### src/sv/ptab_pkg.sv
`timescale 1ns / 1ps
`default_nettype none
// ----------------------------------------------------------------------------
// ptab_pkg: shared types and constants of the peer table
// Entry layout, event codes and action codes used by the cfg, engine and top-level files.
// ----------------------------------------------------------------------------
package ptab_pkg;
    localparam int TABLE_DEPTH_DEF = 16;
    localparam int MAX_RESULTS     = 16;
    localparam logic [63:0] EXPIRY_RESET = 64'd1000000;
    localparam logic [7:0]  SERIAL_KIND  = 8'd0;

    typedef enum logic [1:0] {
        ACT_ANNOUNCE = 2'd0,
        ACT_SERIAL   = 2'd1,
        ACT_TICK     = 2'd2,
        ACT_QUERY    = 2'd3
    } t_action;

    typedef enum logic [2:0] {
        EV_APPEARED    = 3'd0,
        EV_RESTARTED   = 3'd1,
        EV_DISAPPEARED = 3'd2,
        EV_QUERY       = 3'd3,
        EV_FULL        = 3'd4
    } t_event;

    typedef struct packed {
        logic [7:0]  kind;
        logic [31:0] session;
        logic [15:0] tport;
        logic [15:0] cport;
        logic [63:0] seen;
        logic        serial;
    } t_entry;

    localparam int ENTRY_W = $bits(t_entry);
endpackage
`default_nettype wire

### src/sv/ptab_if.sv
`timescale 1ns / 1ps
`default_nettype none
// ----------------------------------------------------------------------------
// ptab_in_if / ptab_out_if: valid/ready channels of the peer table
// One transaction moves when valid and ready are both high.
// ----------------------------------------------------------------------------
interface ptab_in_if;
    logic        valid;
    logic        ready;
    logic [1:0]  action;
    logic        packet_ok;
    logic [7:0]  kind;
    logic [31:0] session_id;
    logic [15:0] telemetry_port;
    logic [15:0] command_port;
    logic [63:0] now_us;
    modport source (output valid, action, packet_ok, kind, session_id, telemetry_port,
                    command_port, now_us, input ready);
    modport sink   (input valid, action, packet_ok, kind, session_id, telemetry_port,
                    command_port, now_us, output ready);
endinterface

interface ptab_out_if;
    logic        valid;
    logic        ready;
    logic [2:0]  event_res;
    logic [7:0]  peer_kind;
    logic [31:0] peer_session;
    logic [15:0] peer_telemetry_port;
    logic [15:0] peer_command_port;
    logic [63:0] peer_last_seen;
    logic        peer_serial;
    logic [31:0] reject_total;
    logic        last_of_run;
    modport source (output valid, event_res, peer_kind, peer_session, peer_telemetry_port,
                    peer_command_port, peer_last_seen, peer_serial, reject_total,
                    last_of_run, input ready);
    modport sink   (input valid, event_res, peer_kind, peer_session, peer_telemetry_port,
                    peer_command_port, peer_last_seen, peer_serial, reject_total,
                    last_of_run, output ready);
endinterface
`default_nettype wire

### src/sv/ptab_ram.sv
`timescale 1ns / 1ps
`default_nettype none
// ----------------------------------------------------------------------------
// ptab_ram: generic single-port-write, single-port-read RAM
// One write and one registered read per cycle.
// ----------------------------------------------------------------------------
module ptab_ram #(
    parameter int WIDTH = 8,
    parameter int DEPTH = 16
) (
    input  wire                      i_clk,
    input  wire                      i_we,
    input  wire [$clog2(DEPTH)-1:0]  i_waddr,
    input  wire [WIDTH-1:0]          i_wdata,
    input  wire [$clog2(DEPTH)-1:0]  i_raddr,
    output logic [WIDTH-1:0]         o_rdata
);
    logic [WIDTH-1:0] r_mem [DEPTH];

    always_ff @(posedge i_clk) begin
        if (i_we) begin
            r_mem[i_waddr] <= i_wdata;
        end
        o_rdata <= r_mem[i_raddr];
    end
endmodule
`default_nettype wire

### src/sv/ptab_cfg.sv
`timescale 1ns / 1ps
`default_nettype none
// ----------------------------------------------------------------------------
// ptab_cfg: APB register file of the peer table
// Holds expiry_time at offset 0; reads there return it, other offsets read zero.
// ----------------------------------------------------------------------------
module ptab_cfg (
    input  wire         i_clk,
    input  wire         i_rst_n,
    input  wire         psel,
    input  wire         penable,
    input  wire         pwrite,
    input  wire  [3:0]  paddr,
    input  wire  [63:0] pwdata,
    output logic [63:0] prdata,
    output logic        pready,
    output logic [63:0] o_expiry
);
    logic [63:0] r_expiry;

    always_ff @(posedge i_clk) begin
        if (!i_rst_n) begin
            r_expiry <= ptab_pkg::EXPIRY_RESET;
        end else if (psel && penable && pwrite && paddr == 4'd0) begin
            r_expiry <= pwdata;
        end
    end

    assign pready   = 1'b1;
    assign prdata   = (paddr == 4'd0) ? r_expiry : 64'd0;
    assign o_expiry = r_expiry;
endmodule
`default_nettype wire

### src/sv/ptab_engine.sv
`timescale 1ns / 1ps
`default_nettype none
// ----------------------------------------------------------------------------
// ptab_engine: sequencer of the peer table
// Scans the entry RAM one entry at a time (S_READ, then S_CHECK) for search, query and compaction.
// ----------------------------------------------------------------------------
module ptab_engine #(
    parameter int TABLE_DEPTH = ptab_pkg::TABLE_DEPTH_DEF
) (
    input  wire          i_clk,
    input  wire          i_rst_n,
    input  wire   [63:0] i_expiry,
    ptab_in_if.sink      in_ch,
    ptab_out_if.source   out_ch
);
    localparam int AW = (TABLE_DEPTH > 1) ? $clog2(TABLE_DEPTH) : 1;
    localparam int CW = $clog2(TABLE_DEPTH + 1);
    localparam int RD = (TABLE_DEPTH > 1) ? TABLE_DEPTH : 2;

    typedef enum logic [2:0] {
        S_IDLE, S_READ, S_CHECK, S_WRITE, S_OUT
    } t_state;

    t_state r_state;
    logic [1:0]  r_act;
    ptab_pkg::t_entry r_cand;
    logic [63:0] r_now;
    logic [CW-1:0] r_count, r_rd, r_wr;
    logic [31:0] r_rej;
    logic [4:0]  r_nres;
    logic        r_found;

    // RAM
    logic            w_we;
    logic [AW-1:0]   w_waddr, w_raddr;
    ptab_pkg::t_entry w_wdata, w_rdata;
    logic [ptab_pkg::ENTRY_W-1:0] w_rbits;

    ptab_ram #(.WIDTH(ptab_pkg::ENTRY_W), .DEPTH(RD)) u_ram (
        .i_clk  (i_clk),
        .i_we   (w_we),
        .i_waddr(w_waddr),
        .i_wdata(w_wdata),
        .i_raddr(w_raddr),
        .o_rdata(w_rbits)
    );
    assign w_rdata = ptab_pkg::t_entry'(w_rbits);

    // output register
    logic        r_ov;
    logic [2:0]  r_ev;
    ptab_pkg::t_entry r_oe;
    logic        r_olast;
    logic [31:0] r_orej;

    logic w_ofree;
    assign w_ofree = !r_ov || out_ch.ready;

    logic w_match, w_qhit, w_stale, w_restart;
    assign w_match = w_rdata.kind == r_cand.kind && w_rdata.tport == r_cand.tport
                     && w_rdata.cport == r_cand.cport;
    assign w_qhit  = w_rdata.kind == r_cand.kind && w_rdata.cport != 16'd0;
    assign w_stale = r_now >= w_rdata.seen && (r_now - w_rdata.seen) >= i_expiry;
    assign w_restart = r_cand.session != 32'd0 && w_rdata.session != r_cand.session;

    logic w_more;
    assign w_more = (r_rd + CW'(1)) < r_count;

    // a stale entry is held in r_cand until the next stale one shows it was not the last
    logic w_tick_emit, w_oload;
    assign w_tick_emit = r_state == S_CHECK && r_act == ptab_pkg::ACT_TICK && w_ofree
                         && w_stale && r_nres < 5'(ptab_pkg::MAX_RESULTS);
    assign w_oload = (w_tick_emit && r_nres != 5'd0)
                     || (r_state == S_OUT && w_ofree
                         && (r_act != ptab_pkg::ACT_TICK || r_nres != 5'd0));

    always_comb begin
        w_we    = 1'b0;
        w_waddr = r_wr[AW-1:0];
        w_wdata = w_rdata;
        w_raddr = r_rd[AW-1:0];
        if (r_state == S_WRITE) begin
            w_we    = 1'b1;
            w_wdata = r_cand;
            w_waddr = r_rd[AW-1:0];
        end else if (r_state == S_CHECK && r_act == ptab_pkg::ACT_TICK && w_ofree
                     && !(w_stale && r_nres < 5'(ptab_pkg::MAX_RESULTS)) && r_wr != r_rd) begin
            w_we = 1'b1;
        end
    end

    assign in_ch.ready = (r_state == S_IDLE);

    always_ff @(posedge i_clk) begin
        if (!i_rst_n) begin
            r_state <= S_IDLE;
            r_count <= '0;
            r_rej   <= '0;
            r_ov    <= 1'b0;
        end else begin
            if (w_oload) begin
                r_ov   <= 1'b1;
                r_orej <= r_rej;
            end else if (out_ch.ready) begin
                r_ov <= 1'b0;
            end
            unique case (r_state)
                S_IDLE: begin
                    if (in_ch.valid) begin
                        r_act <= in_ch.action;
                        r_now <= in_ch.now_us;
                        r_rd  <= '0;
                        r_wr  <= '0;
                        r_nres <= '0;
                        r_found <= 1'b0;
                        if (in_ch.action == ptab_pkg::ACT_SERIAL) begin
                            r_cand <= '{kind: ptab_pkg::SERIAL_KIND, session: 32'd0,
                                        tport: 16'd0, cport: 16'd0, seen: in_ch.now_us,
                                        serial: 1'b1};
                        end else begin
                            r_cand <= '{kind: in_ch.kind, session: in_ch.session_id,
                                        tport: in_ch.telemetry_port,
                                        cport: in_ch.command_port,
                                        seen: in_ch.now_us, serial: 1'b0};
                        end
                        if (in_ch.action == ptab_pkg::ACT_ANNOUNCE && !in_ch.packet_ok) begin
                            r_rej <= r_rej + 32'd1;
                        end else if (r_count == '0) begin
                            r_state <= S_OUT;
                        end else begin
                            r_state <= S_READ;
                        end
                    end
                end
                S_READ: r_state <= S_CHECK;
                S_CHECK: begin
                    unique case (r_act)
                        ptab_pkg::ACT_TICK: begin
                            if (w_ofree) begin
                                if (w_stale && r_nres < 5'(ptab_pkg::MAX_RESULTS)) begin
                                    // release the held entry, hold this one
                                    r_ev    <= ptab_pkg::EV_DISAPPEARED;
                                    r_oe    <= r_cand;
                                    r_olast <= 1'b0;
                                    r_cand  <= w_rdata;
                                    r_nres  <= r_nres + 5'd1;
                                end else begin
                                    r_wr <= r_wr + CW'(1);
                                end
                                r_rd <= r_rd + CW'(1);
                                if (!w_more) r_state <= S_OUT;
                                else r_state <= S_READ;
                            end
                        end
                        ptab_pkg::ACT_QUERY: begin
                            if (w_qhit) begin
                                r_found <= 1'b1;
                                r_cand.cport <= w_rdata.cport;
                                r_state <= S_OUT;
                            end else if (!w_more) begin
                                r_state <= S_OUT;
                            end else begin
                                r_rd <= r_rd + CW'(1);
                                r_state <= S_READ;
                            end
                        end
                        default: begin
                            if (w_match) begin
                                r_found <= 1'b1;
                                r_cand.kind  <= w_rdata.kind;
                                r_cand.tport <= w_rdata.tport;
                                r_cand.cport <= w_rdata.cport;
                                r_nres <= {4'd0, w_restart};
                                r_state <= S_WRITE;
                            end else if (!w_more) begin
                                r_state <= S_OUT;
                            end else begin
                                r_rd <= r_rd + CW'(1);
                                r_state <= S_READ;
                            end
                        end
                    endcase
                end
                S_WRITE: begin
                    // refresh or new entry written; report restart if any
                    if (r_nres == 5'd0 || r_found == 1'b0) begin
                        r_state <= S_IDLE;
                    end else begin
                        r_state <= S_OUT;
                    end
                end
                S_OUT: begin
                    if (w_ofree) begin
                        r_olast <= 1'b1;
                        if (r_act == ptab_pkg::ACT_TICK) begin
                            r_state <= S_IDLE;
                            r_count <= r_wr;
                            r_ev    <= ptab_pkg::EV_DISAPPEARED;
                            r_oe    <= r_cand;
                        end else if (r_act == ptab_pkg::ACT_QUERY) begin
                            r_state <= S_IDLE;
                            r_ev <= ptab_pkg::EV_QUERY;
                            r_oe <= '{kind: r_cand.kind, session: 32'd0, tport: 16'd0,
                                      cport: r_found ? r_cand.cport : 16'd0,
                                      seen: 64'd0, serial: 1'b0};
                        end else if (r_found) begin
                            r_state <= S_IDLE;
                            r_ev <= ptab_pkg::EV_RESTARTED;
                            r_oe <= r_cand;
                        end else if (r_count >= CW'(TABLE_DEPTH)) begin
                            r_state <= S_IDLE;
                            r_ev <= ptab_pkg::EV_FULL;
                            r_oe <= r_cand;
                        end else begin
                            r_ev <= ptab_pkg::EV_APPEARED;
                            r_oe <= r_cand;
                            r_count <= r_count + CW'(1);
                            r_rd <= r_count;
                            r_state <= S_WRITE;
                        end
                    end
                end
                default: r_state <= S_IDLE;
            endcase
        end
    end

    assign out_ch.valid               = r_ov;
    assign out_ch.event_res           = r_ev;
    assign out_ch.peer_kind           = r_oe.kind;
    assign out_ch.peer_session        = r_oe.session;
    assign out_ch.peer_telemetry_port = r_oe.tport;
    assign out_ch.peer_command_port   = r_oe.cport;
    assign out_ch.peer_last_seen      = r_oe.seen;
    assign out_ch.peer_serial         = r_oe.serial;
    assign out_ch.reject_total        = r_orej;
    assign out_ch.last_of_run         = r_olast;
endmodule
`default_nettype wire

### src/sv/peer_table_with_aging.sv
`timescale 1ns / 1ps
`default_nettype none
// ----------------------------------------------------------------------------
// peer_table_with_aging: learning table of peers with aging
// Top level: APB register file and the scan engine over one entry RAM.
// ----------------------------------------------------------------------------
// The table lives in one RAM with a registered read; the engine walks it one
// entry at a time, and a tick scan waits while the result side stalls. A rejected
// announce only counts up the reject total and stays idle. No clearing pass is
// needed after reset. Results leave through a single output register.
module peer_table_with_aging #(
    parameter int TABLE_DEPTH = ptab_pkg::TABLE_DEPTH_DEF
) (
    input  wire         i_clk,
    input  wire         i_rst_n,
    ptab_in_if.sink     in_ch,
    ptab_out_if.source  out_ch,
    input  wire         psel,
    input  wire         penable,
    input  wire         pwrite,
    input  wire  [3:0]  paddr,
    input  wire  [63:0] pwdata,
    output logic [63:0] prdata,
    output logic        pready
);
    logic [63:0] w_expiry;

    ptab_cfg u_cfg (
        .i_clk(i_clk), .i_rst_n(i_rst_n), .psel(psel), .penable(penable),
        .pwrite(pwrite), .paddr(paddr), .pwdata(pwdata), .prdata(prdata),
        .pready(pready), .o_expiry(w_expiry)
    );

    ptab_engine #(.TABLE_DEPTH(TABLE_DEPTH)) u_engine (
        .i_clk(i_clk), .i_rst_n(i_rst_n), .i_expiry(w_expiry),
        .in_ch(in_ch), .out_ch(out_ch)
    );
endmodule
`default_nettype wire
### src/flat_wrapper.sv
// flat-port wrapper written by rule: the top's interface ports become plain ports
module peer_table_with_aging_flat 
#(
    parameter int TABLE_DEPTH = ptab_pkg::TABLE_DEPTH_DEF
)
  (i_clk, i_rst_n, psel, penable, pwrite, paddr, pwdata, prdata, pready, in_ch_valid, in_ch_action, in_ch_packet_ok, in_ch_kind, in_ch_session_id, in_ch_telemetry_port, in_ch_command_port, in_ch_now_us, in_ch_ready, out_ch_valid, out_ch_event_res, out_ch_peer_kind, out_ch_peer_session, out_ch_peer_telemetry_port, out_ch_peer_command_port, out_ch_peer_last_seen, out_ch_peer_serial, out_ch_reject_total, out_ch_last_of_run, out_ch_ready);
  ptab_in_if in_ch_i ();
  ptab_out_if out_ch_i ();
  input  wire i_clk;
  input  wire i_rst_n;
  input  wire psel;
  input  wire penable;
  input  wire pwrite;
  input  wire  [3:0] paddr;
  input  wire  [63:0] pwdata;
  output logic [63:0] prdata;
  output logic pready;
  input wire logic [$bits(in_ch_i.valid)-1:0] in_ch_valid;
  input wire logic [$bits(in_ch_i.action)-1:0] in_ch_action;
  input wire logic [$bits(in_ch_i.packet_ok)-1:0] in_ch_packet_ok;
  input wire logic [$bits(in_ch_i.kind)-1:0] in_ch_kind;
  input wire logic [$bits(in_ch_i.session_id)-1:0] in_ch_session_id;
  input wire logic [$bits(in_ch_i.telemetry_port)-1:0] in_ch_telemetry_port;
  input wire logic [$bits(in_ch_i.command_port)-1:0] in_ch_command_port;
  input wire logic [$bits(in_ch_i.now_us)-1:0] in_ch_now_us;
  output wire logic [$bits(in_ch_i.ready)-1:0] in_ch_ready;
  output wire logic [$bits(out_ch_i.valid)-1:0] out_ch_valid;
  output wire logic [$bits(out_ch_i.event_res)-1:0] out_ch_event_res;
  output wire logic [$bits(out_ch_i.peer_kind)-1:0] out_ch_peer_kind;
  output wire logic [$bits(out_ch_i.peer_session)-1:0] out_ch_peer_session;
  output wire logic [$bits(out_ch_i.peer_telemetry_port)-1:0] out_ch_peer_telemetry_port;
  output wire logic [$bits(out_ch_i.peer_command_port)-1:0] out_ch_peer_command_port;
  output wire logic [$bits(out_ch_i.peer_last_seen)-1:0] out_ch_peer_last_seen;
  output wire logic [$bits(out_ch_i.peer_serial)-1:0] out_ch_peer_serial;
  output wire logic [$bits(out_ch_i.reject_total)-1:0] out_ch_reject_total;
  output wire logic [$bits(out_ch_i.last_of_run)-1:0] out_ch_last_of_run;
  input wire logic [$bits(out_ch_i.ready)-1:0] out_ch_ready;
  assign in_ch_i.valid = in_ch_valid;
  assign in_ch_i.action = in_ch_action;
  assign in_ch_i.packet_ok = in_ch_packet_ok;
  assign in_ch_i.kind = in_ch_kind;
  assign in_ch_i.session_id = in_ch_session_id;
  assign in_ch_i.telemetry_port = in_ch_telemetry_port;
  assign in_ch_i.command_port = in_ch_command_port;
  assign in_ch_i.now_us = in_ch_now_us;
  assign in_ch_ready = in_ch_i.ready;
  assign out_ch_valid = out_ch_i.valid;
  assign out_ch_event_res = out_ch_i.event_res;
  assign out_ch_peer_kind = out_ch_i.peer_kind;
  assign out_ch_peer_session = out_ch_i.peer_session;
  assign out_ch_peer_telemetry_port = out_ch_i.peer_telemetry_port;
  assign out_ch_peer_command_port = out_ch_i.peer_command_port;
  assign out_ch_peer_last_seen = out_ch_i.peer_last_seen;
  assign out_ch_peer_serial = out_ch_i.peer_serial;
  assign out_ch_reject_total = out_ch_i.reject_total;
  assign out_ch_last_of_run = out_ch_i.last_of_run;
  assign out_ch_i.ready = out_ch_ready;
  peer_table_with_aging #(.TABLE_DEPTH(TABLE_DEPTH)) u_core (.i_clk(i_clk), .i_rst_n(i_rst_n), .in_ch(in_ch_i), .out_ch(out_ch_i), .psel(psel), .penable(penable), .pwrite(pwrite), .paddr(paddr), .pwdata(pwdata), .prdata(prdata), .pready(pready));
endmodule
### config.mk
export PLATFORM = sky130hd
export DESIGN_NAME = peer_table_with_aging_flat
export DESIGN_NICKNAME = d
export VERILOG_FILES = /design/src/sv/ptab_pkg.sv /design/src/sv/ptab_if.sv /design/src/sv/ptab_ram.sv /design/src/sv/ptab_cfg.sv /design/src/sv/ptab_engine.sv /design/src/sv/peer_table_with_aging.sv /design/src/flat_wrapper.sv
export SDC_FILE = /design/constraint.sdc
export NUM_CORES = 2
export LEC_CHECK = 0
export ABC_AREA = 1
export BUFFER_PORTS_ARGS = -buffer_cell sky130_fd_sc_hd__buf_4
export CAP_MARGIN = 10
export CORE_ASPECT_RATIO = 1.75
export CORE_MARGIN = 3
export CORE_UTILIZATION = 56
export DETAILED_ROUTE_END_ITERATION = 16
export PLACE_DENSITY = 0.76
export SETUP_SLACK_MARGIN = 0.02
export SKIP_CTS_REPAIR_TIMING = 1
export SLEW_MARGIN = 10
export SYNTH_ARGS = -nofsm -noshare
export SYNTH_HDL_FRONTEND = slang
export SYNTH_SLANG_ARGS = --single-unit
### constraint.sdc
create_clock -name i_clk -period 12.9 [get_ports i_clk]
set_input_delay 1.935 -clock i_clk [delete_from_list [all_inputs] [get_ports i_clk]]
set_output_delay 1.935 -clock i_clk [all_outputs]
set_load 0.01 [all_outputs]
Word level (Yosys, flattened, before mapping)
Memory sizes are Yosys's and may differ from the RTL's. A register that Yosys moved wholly into a read port is not among the register bits.
Cells that the tools add are included.

word-level totals
  flip-flop bits (word level) = 497
  bits in latches = 0
  RAM bits = 2,192
  ROM bits = 0
  bits of input ports = 214
  output and inout bits = 240
  memories = 1

memory list
  name                         words  width  read ports  clocked after memory_dff  write ports  line            RTL
  u_core.u_engine.u_ram.r_mem  16     137    1           1                         1            ptab_ram.sv:18  logic [WIDTH-1:0] r_mem [DEPTH];

operators by class
  add/sub/neg operators = 6
  $mul = 0
  divide/modulo/power cells = 0
  magnitude comparators = 5
  eq/ne operators = 37
  shift-type cells = 0
  muxes and demuxes = 89
  bitwise operators = 1
  reduce and logical (&&, ||, !) cells = 50

operators by type and width
  cell                                           count
  2-to-1 mux 137 bit                             9
  one-hot mux 137 bit (2 select lines)           2
  2-to-1 mux 129 bit                             2
  greater-or-equal comparator 64 bit             2
  2-to-1 mux 5 bit                               20
  2-to-1 mux 65 bit                              1
  2-to-1 mux 32 bit                              2
  2-to-1 mux 64 bit                              1
  one-hot mux 16 bit (2 select lines)            2
  subtractor 64 bit                              1
  2-to-1 mux 3 bit                               17
  one-hot mux 5 bit (2 select lines)             4
  adder 32 x 1 -> 32 bit, second input constant  1
  equality test 16 bit                           2
  2-to-1 mux 16 bit                              2
  != test 32 bit                                 1
  nonzero test 32 bit                            1
  != test 2 bit, second input constant           14
  AND reduction 6 bit                            4
  adder 5 x 1 -> 5 bit, second input constant    4
  logical AND 1 bit                              19
  one-hot mux 8 bit (2 select lines)             1
  nonzero test 16 bit                            1
  one-hot mux 3 bit (5 select lines)             1
  other kinds (37)                               74

Depth between registers and ports, before layout
  depth in word-level cells = 11
  depth in mapped cells = 31
  depth with buffers taken out = 31

By module
A second synthesis with hierarchy kept.

unflattened totals
  cells, all modules = 11,879
  area, all modules = 122,601.3 µm²

modules (own cells, without submodules)
  module       instances  cells an instance  area an instance (µm²)  sequential area each (µm²)
  ptab_ram     1          8,331              93,657.3                68,565.8
  ptab_engine  1          3,002              25,635.8                12,592.1
  ptab_cfg     1          546                3,308.2                 1,281.2

Worst setup path before layout
No wires, ideal clock.

  path type = register to register
  from = register u_core.u_engine.r_now[0]
  to = register u_core.u_engine.r_ev[0] (netlist: u_core.u_engine.out_ch.event_res[0]), enable pin
  data arrival time = 12.721 ns
  required time = 12.086 ns
  setup slack = -0.635 ns
  cell stages (with the launch flop) = 28
  cells stage by stage = edfxtp_1 -> inv_1 -> ha_1 -> inv_1 -> fa_1 -> nand2_1 -> a21oi_2 -> a21oi_1 -> o21ai_1 -> a21oi_1 -> o21ai_1 -> nand3_1 -> nand2_1 -> nand2_1 -> nand2_1 -> ha_1 -> nand2_1 -> nor2_1 -> nand2_1 -> inv_1 -> nand4_1 -> nor2_1 -> nand2_1 -> nand2_1 -> nor2_1 -> nand2_1 -> a21oi_1 -> nor3_1

between the ends
  longest elaborated chain between the ends = 6
  elaborated cells on any way between the ends = 7
  classes of those cells = add/sub (1); order compare (2); eq/ne (1); reduce/logical (3)

RTL lines
  what                                line                RTL
  from (decl)                         ptab_engine.sv:27   logic [63:0] r_now;
  from (signal assigned)              ptab_engine.sv:111  r_now <= in_ch.now_us;
  subtractor 64 bit                   ptab_engine.sv:63   assign w_stale = r_now >= w_rdata.seen && (r_now - w_rdata.seen) >= i_expiry;
  greater-or-equal comparator 64 bit  ptab_engine.sv:63
  logical AND 1 bit *                 ptab_engine.sv:63
  logical AND 1 bit *                 ptab_engine.sv:140  if (w_stale && r_nres < 5'(ptab_pkg::MAX_RESULTS)) begin
  != test 2 x 1 -> 1 bit (no line) *  -
  AND reduction 6 bit (no line) *     -
  to (signal assigned)                ptab_engine.sv:142  r_ev <= ptab_pkg::EV_DISAPPEARED;
  to (signal assigned)                ptab_engine.sv:198  r_ev <= ptab_pkg::EV_DISAPPEARED;
  to (signal assigned)                ptab_engine.sv:202  r_ev <= ptab_pkg::EV_QUERY;
  to (decl)                           ptab_engine.sv:51   logic [2:0] r_ev;

Mark *: on every way between the ends. The rest lies on a longest branch, timed or not.
A chain may end at the register's enable or synchronous reset.

Worst setup path after layout
  from = register u_core.u_engine.r_now[0]
  to = memory u_core.u_engine.u_ram.r_mem[3][96] (netlist bit), enable pin

between the ends
  longest elaborated chain between the ends = 11
  elaborated cells on any way between the ends = 12
  classes of those cells = add/sub (1); order compare (2); mux (4); reduce/logical (5)

RTL lines
  what                                      line               RTL
  subtractor 64 bit                         ptab_engine.sv:63
  greater-or-equal comparator 64 bit        ptab_engine.sv:63
  logical AND 1 bit *                       ptab_engine.sv:63
  logical AND 1 bit *                       ptab_engine.sv:87  && !(w_stale && r_nres < 5'(ptab_pkg::MAX_RESULTS)) && r_wr != r_rd) begin
  zero test 1 bit *                         ptab_engine.sv:87
  logical AND 1 bit * (2 in a row)          ptab_engine.sv:87
  2-to-1 mux 1 bit *                        ptab_engine.sv:86  end else if (r_state == S_CHECK && r_act == ptab_pkg::ACT_TICK && w_ofree
  2-to-1 mux 1 bit *                        ptab_engine.sv:82  if (r_state == S_WRITE) begin
  2-to-1 mux 1 bit *                        ptab_ram.sv:21     if (i_we) begin
  2-to-1 mux 1 bit (implied by the code) *  ptab_ram.sv:22     r_mem[i_waddr] <= i_wdata;
  to (decl)                                 ptab_ram.sv:18

Marked as above.

==> impl_summary.txt <==
----------------------------------------------------
[Run status]
  Status ... finished clean

[Power]
  Clock Power Share ... 26.4%
  Total power of the final layout ... 27.5 mW
  Largest voltage drop on the vdd net ... 148 uV
  Leakage power ... 44.6 nW
  Sequential group share of total power ... 44.0%
  Internal Pwr Total ... 18.1 mW
  Combinational share of power ... between 20% and 30%
  Switching share of total power ... 34.3%
  Net switching component of the power ... 9.45 mW
  Power density normalized to cell area ... 214 nW/um^2

[Logic synthesis]
  Post-synthesis register bit count ... ~2800
  Post-synth top area cell ... edfxtp_1
  Post-synth EDFFs ... between 2000 and 3000
  Warnings from Yosys ... 0
  Asr flop ratio synth ... 0%
  Flip-flop cell with the highest count after synthesis ... edfxtp_1
  Synthesized area per cell ... between 10 and 15 um^2
  Netlist area before placement ... between 100000 and 150000 um^2
  Synth Net Count ... 9653
  Dominant combinational cell family by area after synthesis ... compound AO/OA/AOI/OAI gates
  Yosys top cell area share ... between 60% and 70%
  Fraction of the mapped netlist area in simple logic gates ... under 10%
  Adder and majority gate portion of the synthesized area ... under 10%
  Post-Synth XOR/XNOR Area ... 0.894%
  Share of the synthesized area in compound gates (AO/OA/AOI/OAI) ... a little over an eighth
  Post-synthesis cell count ... 9299
  Top cells by area, synth ... edfxtp_1 68%, o21ai_0 6.9%, nor2_1 5.2%, dfxtp_1 4.2%, nand2_1 2.2%
  Library cells used by synthesis ... 65
  Share of cell area taken by muxes after synthesis ... 0.0262%
  Register area share after synthesis ... 71.9%

[Floorplan]
  Standard-cell rows ... between 200 and 250
  Die boundary height ... between 600 and 700 um
  Core Footprint ... 204000 um^2
  Die footprint ... 210000 um^2
  Initial core utilization ... between 50% and 60%
  Die Width ... 348 um
  Top-level I/O count ... 454

[Cells and area]
  Fraction of layout cells with a size suffix above 1 ... 11.2%
  Final net count ... 10000
  Util after Layout ... 63.4%
  Area growth, synth to finish ... 12.5%

[Setup path]
  Library cell appearing most often on the critical path ... nand2_1
  Crit-path max FO ... between 40 and 50
  Data required time at the worst endpoint ... 13380 ps
  CP Buf/Inv Count ... 4
  Crit start category ... register
  Top cell family by delay on the critical path ... simple AND/OR/NAND/NOR gates
  Crit Path Category ... register to register
  Crit-path max cell delay ... approximately 820 ps
  Critical Path AT ... between 7000 and 8000 ps
  Master of the slowest instance on the critical path ... buf_4
  Crit path capture type ... register

[CTS]
  Clock slew seen by the registers of the worst setup and hold paths ... 70 ps
  Clock Latency Late Sink ... around 910 ps
  # H-tree levels ... 4
  CTS sink cnt ... approximately 2800
  Number of buffers inserted during clock tree synthesis ... 233
  Largest buffer count on any clock path ... 4
  CTS tree ... done
  Root Buffer Master ... clkbuf_16

[Global route]
  GR Util All Layers ... 30.2%
  Number of global-route vias before repair ... a little under 80000
  Largest net degree at the start of global routing ... around 210
  Remaining global-route overflow ... 0
  Number of antenna violations at the first check in global routing ... 24
  Wire length of the first global-routing pass ... 480 mm

[Route]
  Pre-antenna DRT Iters ... 7
  Detailed Route WL ... about 330 mm
  Detailed-route vias per instance ... 6.35
  Total number of vias ... 79300
  Per-cell routed wire length ... 26.2 um
  Antenna-violating nets left ... 0
  Number of design-rule violations left by the first detailed-router iteration ... 10200
  Number of design rule violations left after detail routing ... 0

[Timing]
  Relative slew slack ... 16.2%
  Achievable Freq ... 0.136 GHz
  Final Max Slew Viols ... 0
  Hold violation total from the final report ... 0
  Setup TNS ... 0 ps
  Worst Skew ... 78.2 ps
  Slew at the pin with the worst max-slew slack ... 1250 ps
  Fin crit share ... 56.8%
  Time the final worst path needs with I/O delays and setup ... 7330 ps
  Number of endpoints failing setup at the final stage ... 0
  Unrepaired setup endpoints after global routing ... no

[Placement]
  Routability-driven placement congestion ratio ... 0.966
  Number of I/O port buffers ... 452
  DPL Wire Length ... 193 mm

[Min path]
  Path type of the worst min-delay path ... register to register

[Run]
  Max-Cap Viols ... 0

----------------------------------------------------
final cells by class:
class	count	area (um^2)
tap	2652	3320
timing repair buffer	680	5260
clock buffer	285	6150
sequential	2826	82400
inverter	485	1860
multi-input combinational	5425	28400
fill	14600	74600
clock inverter	139	1590
antenna	5	12.5
cells in the mapped netlist (4+ instances only):
cell type / number
o21a_1: 6
and3_1: 4
a21o_1: 13
ha_1: 139
inv_2: 9
xor2_1: 59
a211oi_1: 7
clkbuf_1: 466
nand2_1: 683
nor2_2: 9
o21ai_0: 1588
nand3_1: 138
nor2_4: 4
o21bai_1: 18
dfxtp_1: 242
a32o_1: 7
a21oi_2: 4
buf_2: 78
a21oi_1: 222
xnor2_1: 58
nand4_1: 39
inv_1: 474
nor2_1: 1578
nor4_1: 21
a31oi_1: 10
a21boi_0: 7
o32ai_1: 8
nor3_1: 33
o221ai_1: 290
nand2_2: 6
o22ai_1: 300
buf_1: 15
a22o_1: 41
o211ai_1: 89
a221oi_1: 5
edfxtp_1: 2584
layer usage:
| metal | up-vias | routed length [um] | global-route usage [%] |
|---|---|---|---|
| met5 | - | 91 | 0 |
| met4 | 14 | 14600 | 13.3 |
| met3 | 883 | 32600 | 4.77 |
| met2 | 4927 | 162000 | 51.0 |
| met1 | 38900 | 118000 | 38.8 |
| li1 | 34700 | - | - |
flip-flops by register name (all words and copies together), names as in the netlist, 32 cells and up:
signal / cells
u_core.u_engine.u_ram.r_mem: 2192
u_core.u_cfg.o_expiry: 64
u_core.u_engine.r_rej: 32
u_core.u_engine.u_ram.o_rdata: 137
u_core.u_engine.out_ch.peer_session: 32
u_core.u_engine.r_cand: 137
u_core.u_engine.r_now: 64
u_core.u_engine.out_ch.reject_total: 32
u_core.u_engine.out_ch.peer_last_seen: 64
per-stage QoR:
stage	cells	hold WS, ps	setup WS, ps	instance area [um^2]
CTS	12500	462	5570	129000
finish	12500	463	5570	129000
global placement	12100	444	5490	121000
floorplan	9299	429	3260	115000
detailed placement	12100	445	5590	121000
global route	12500	484	5260	129000
cells in the final DEF (no fill, tap or decap), types with 218 or more instances in the layout:
cell,synthesis,layout
o221ai_1,290,290
nor2_1,1578,1560
clkbuf_16,0,236
o21ai_0,1588,1565
nand2_1,683,683
dfxtp_1,242,242
a21oi_1,222,218
buf_4,3,668
o22ai_1,300,300
edfxtp_1,2584,2584
inv_1,474,471
path summary, 6_finish.rpt:
check | depth (start not counted) | to | slack [ps] | startpoint
worst max-delay path | 28 | u_core.u_engine.u_ram.r_mem[3][96] | 5570 | u_core.u_engine.r_now[0]
worst max register to register | 28 | u_core.u_engine.u_ram.r_mem[3][96] | 5570 | u_core.u_engine.r_now[0]
worst min-delay path | 0 | u_core.u_engine.out_ch.reject_total[3] | 460 | u_core.u_engine.r_rej[3]
worst min register to register | 0 | u_core.u_engine.out_ch.reject_total[3] | 460 | u_core.u_engine.r_rej[3]
worst reg2reg max path: cells and delay by family (launching register included):
family	cells	cell delay, ps
fa+ha+maj	3	870
buf+inv	4	1740
compound gates	8	1800
simple gates	12	2000
flops	1	360
xor+xnor	1	150
cells by family after synthesis:
kind of cell / count (synthesis)
adder cells (fa/ha/maj): 140
AO/OA/AOI/OAI: 2629
multiplexers: 3
buffers and inverters: 1048
flip-flops: 2826
other: 1
XOR/XNOR: 117
AND/OR/NAND/NOR: 2535
power by group through the flow:
stage	clock (mW)	combinational (mW)	sequential [mW]
2_1_floorplan	0	4.78	12.3
3_3_place_gp	0	7.74	12.3
3_5_place_dp	0	7.95	12.3
4_1_cts	7.31	8.02	12.1
5_1_grt	7.65	8.86	12.2
6_report	7.27	8.15	12.1
No activity file was read; power rests on OpenSTA's default activity.
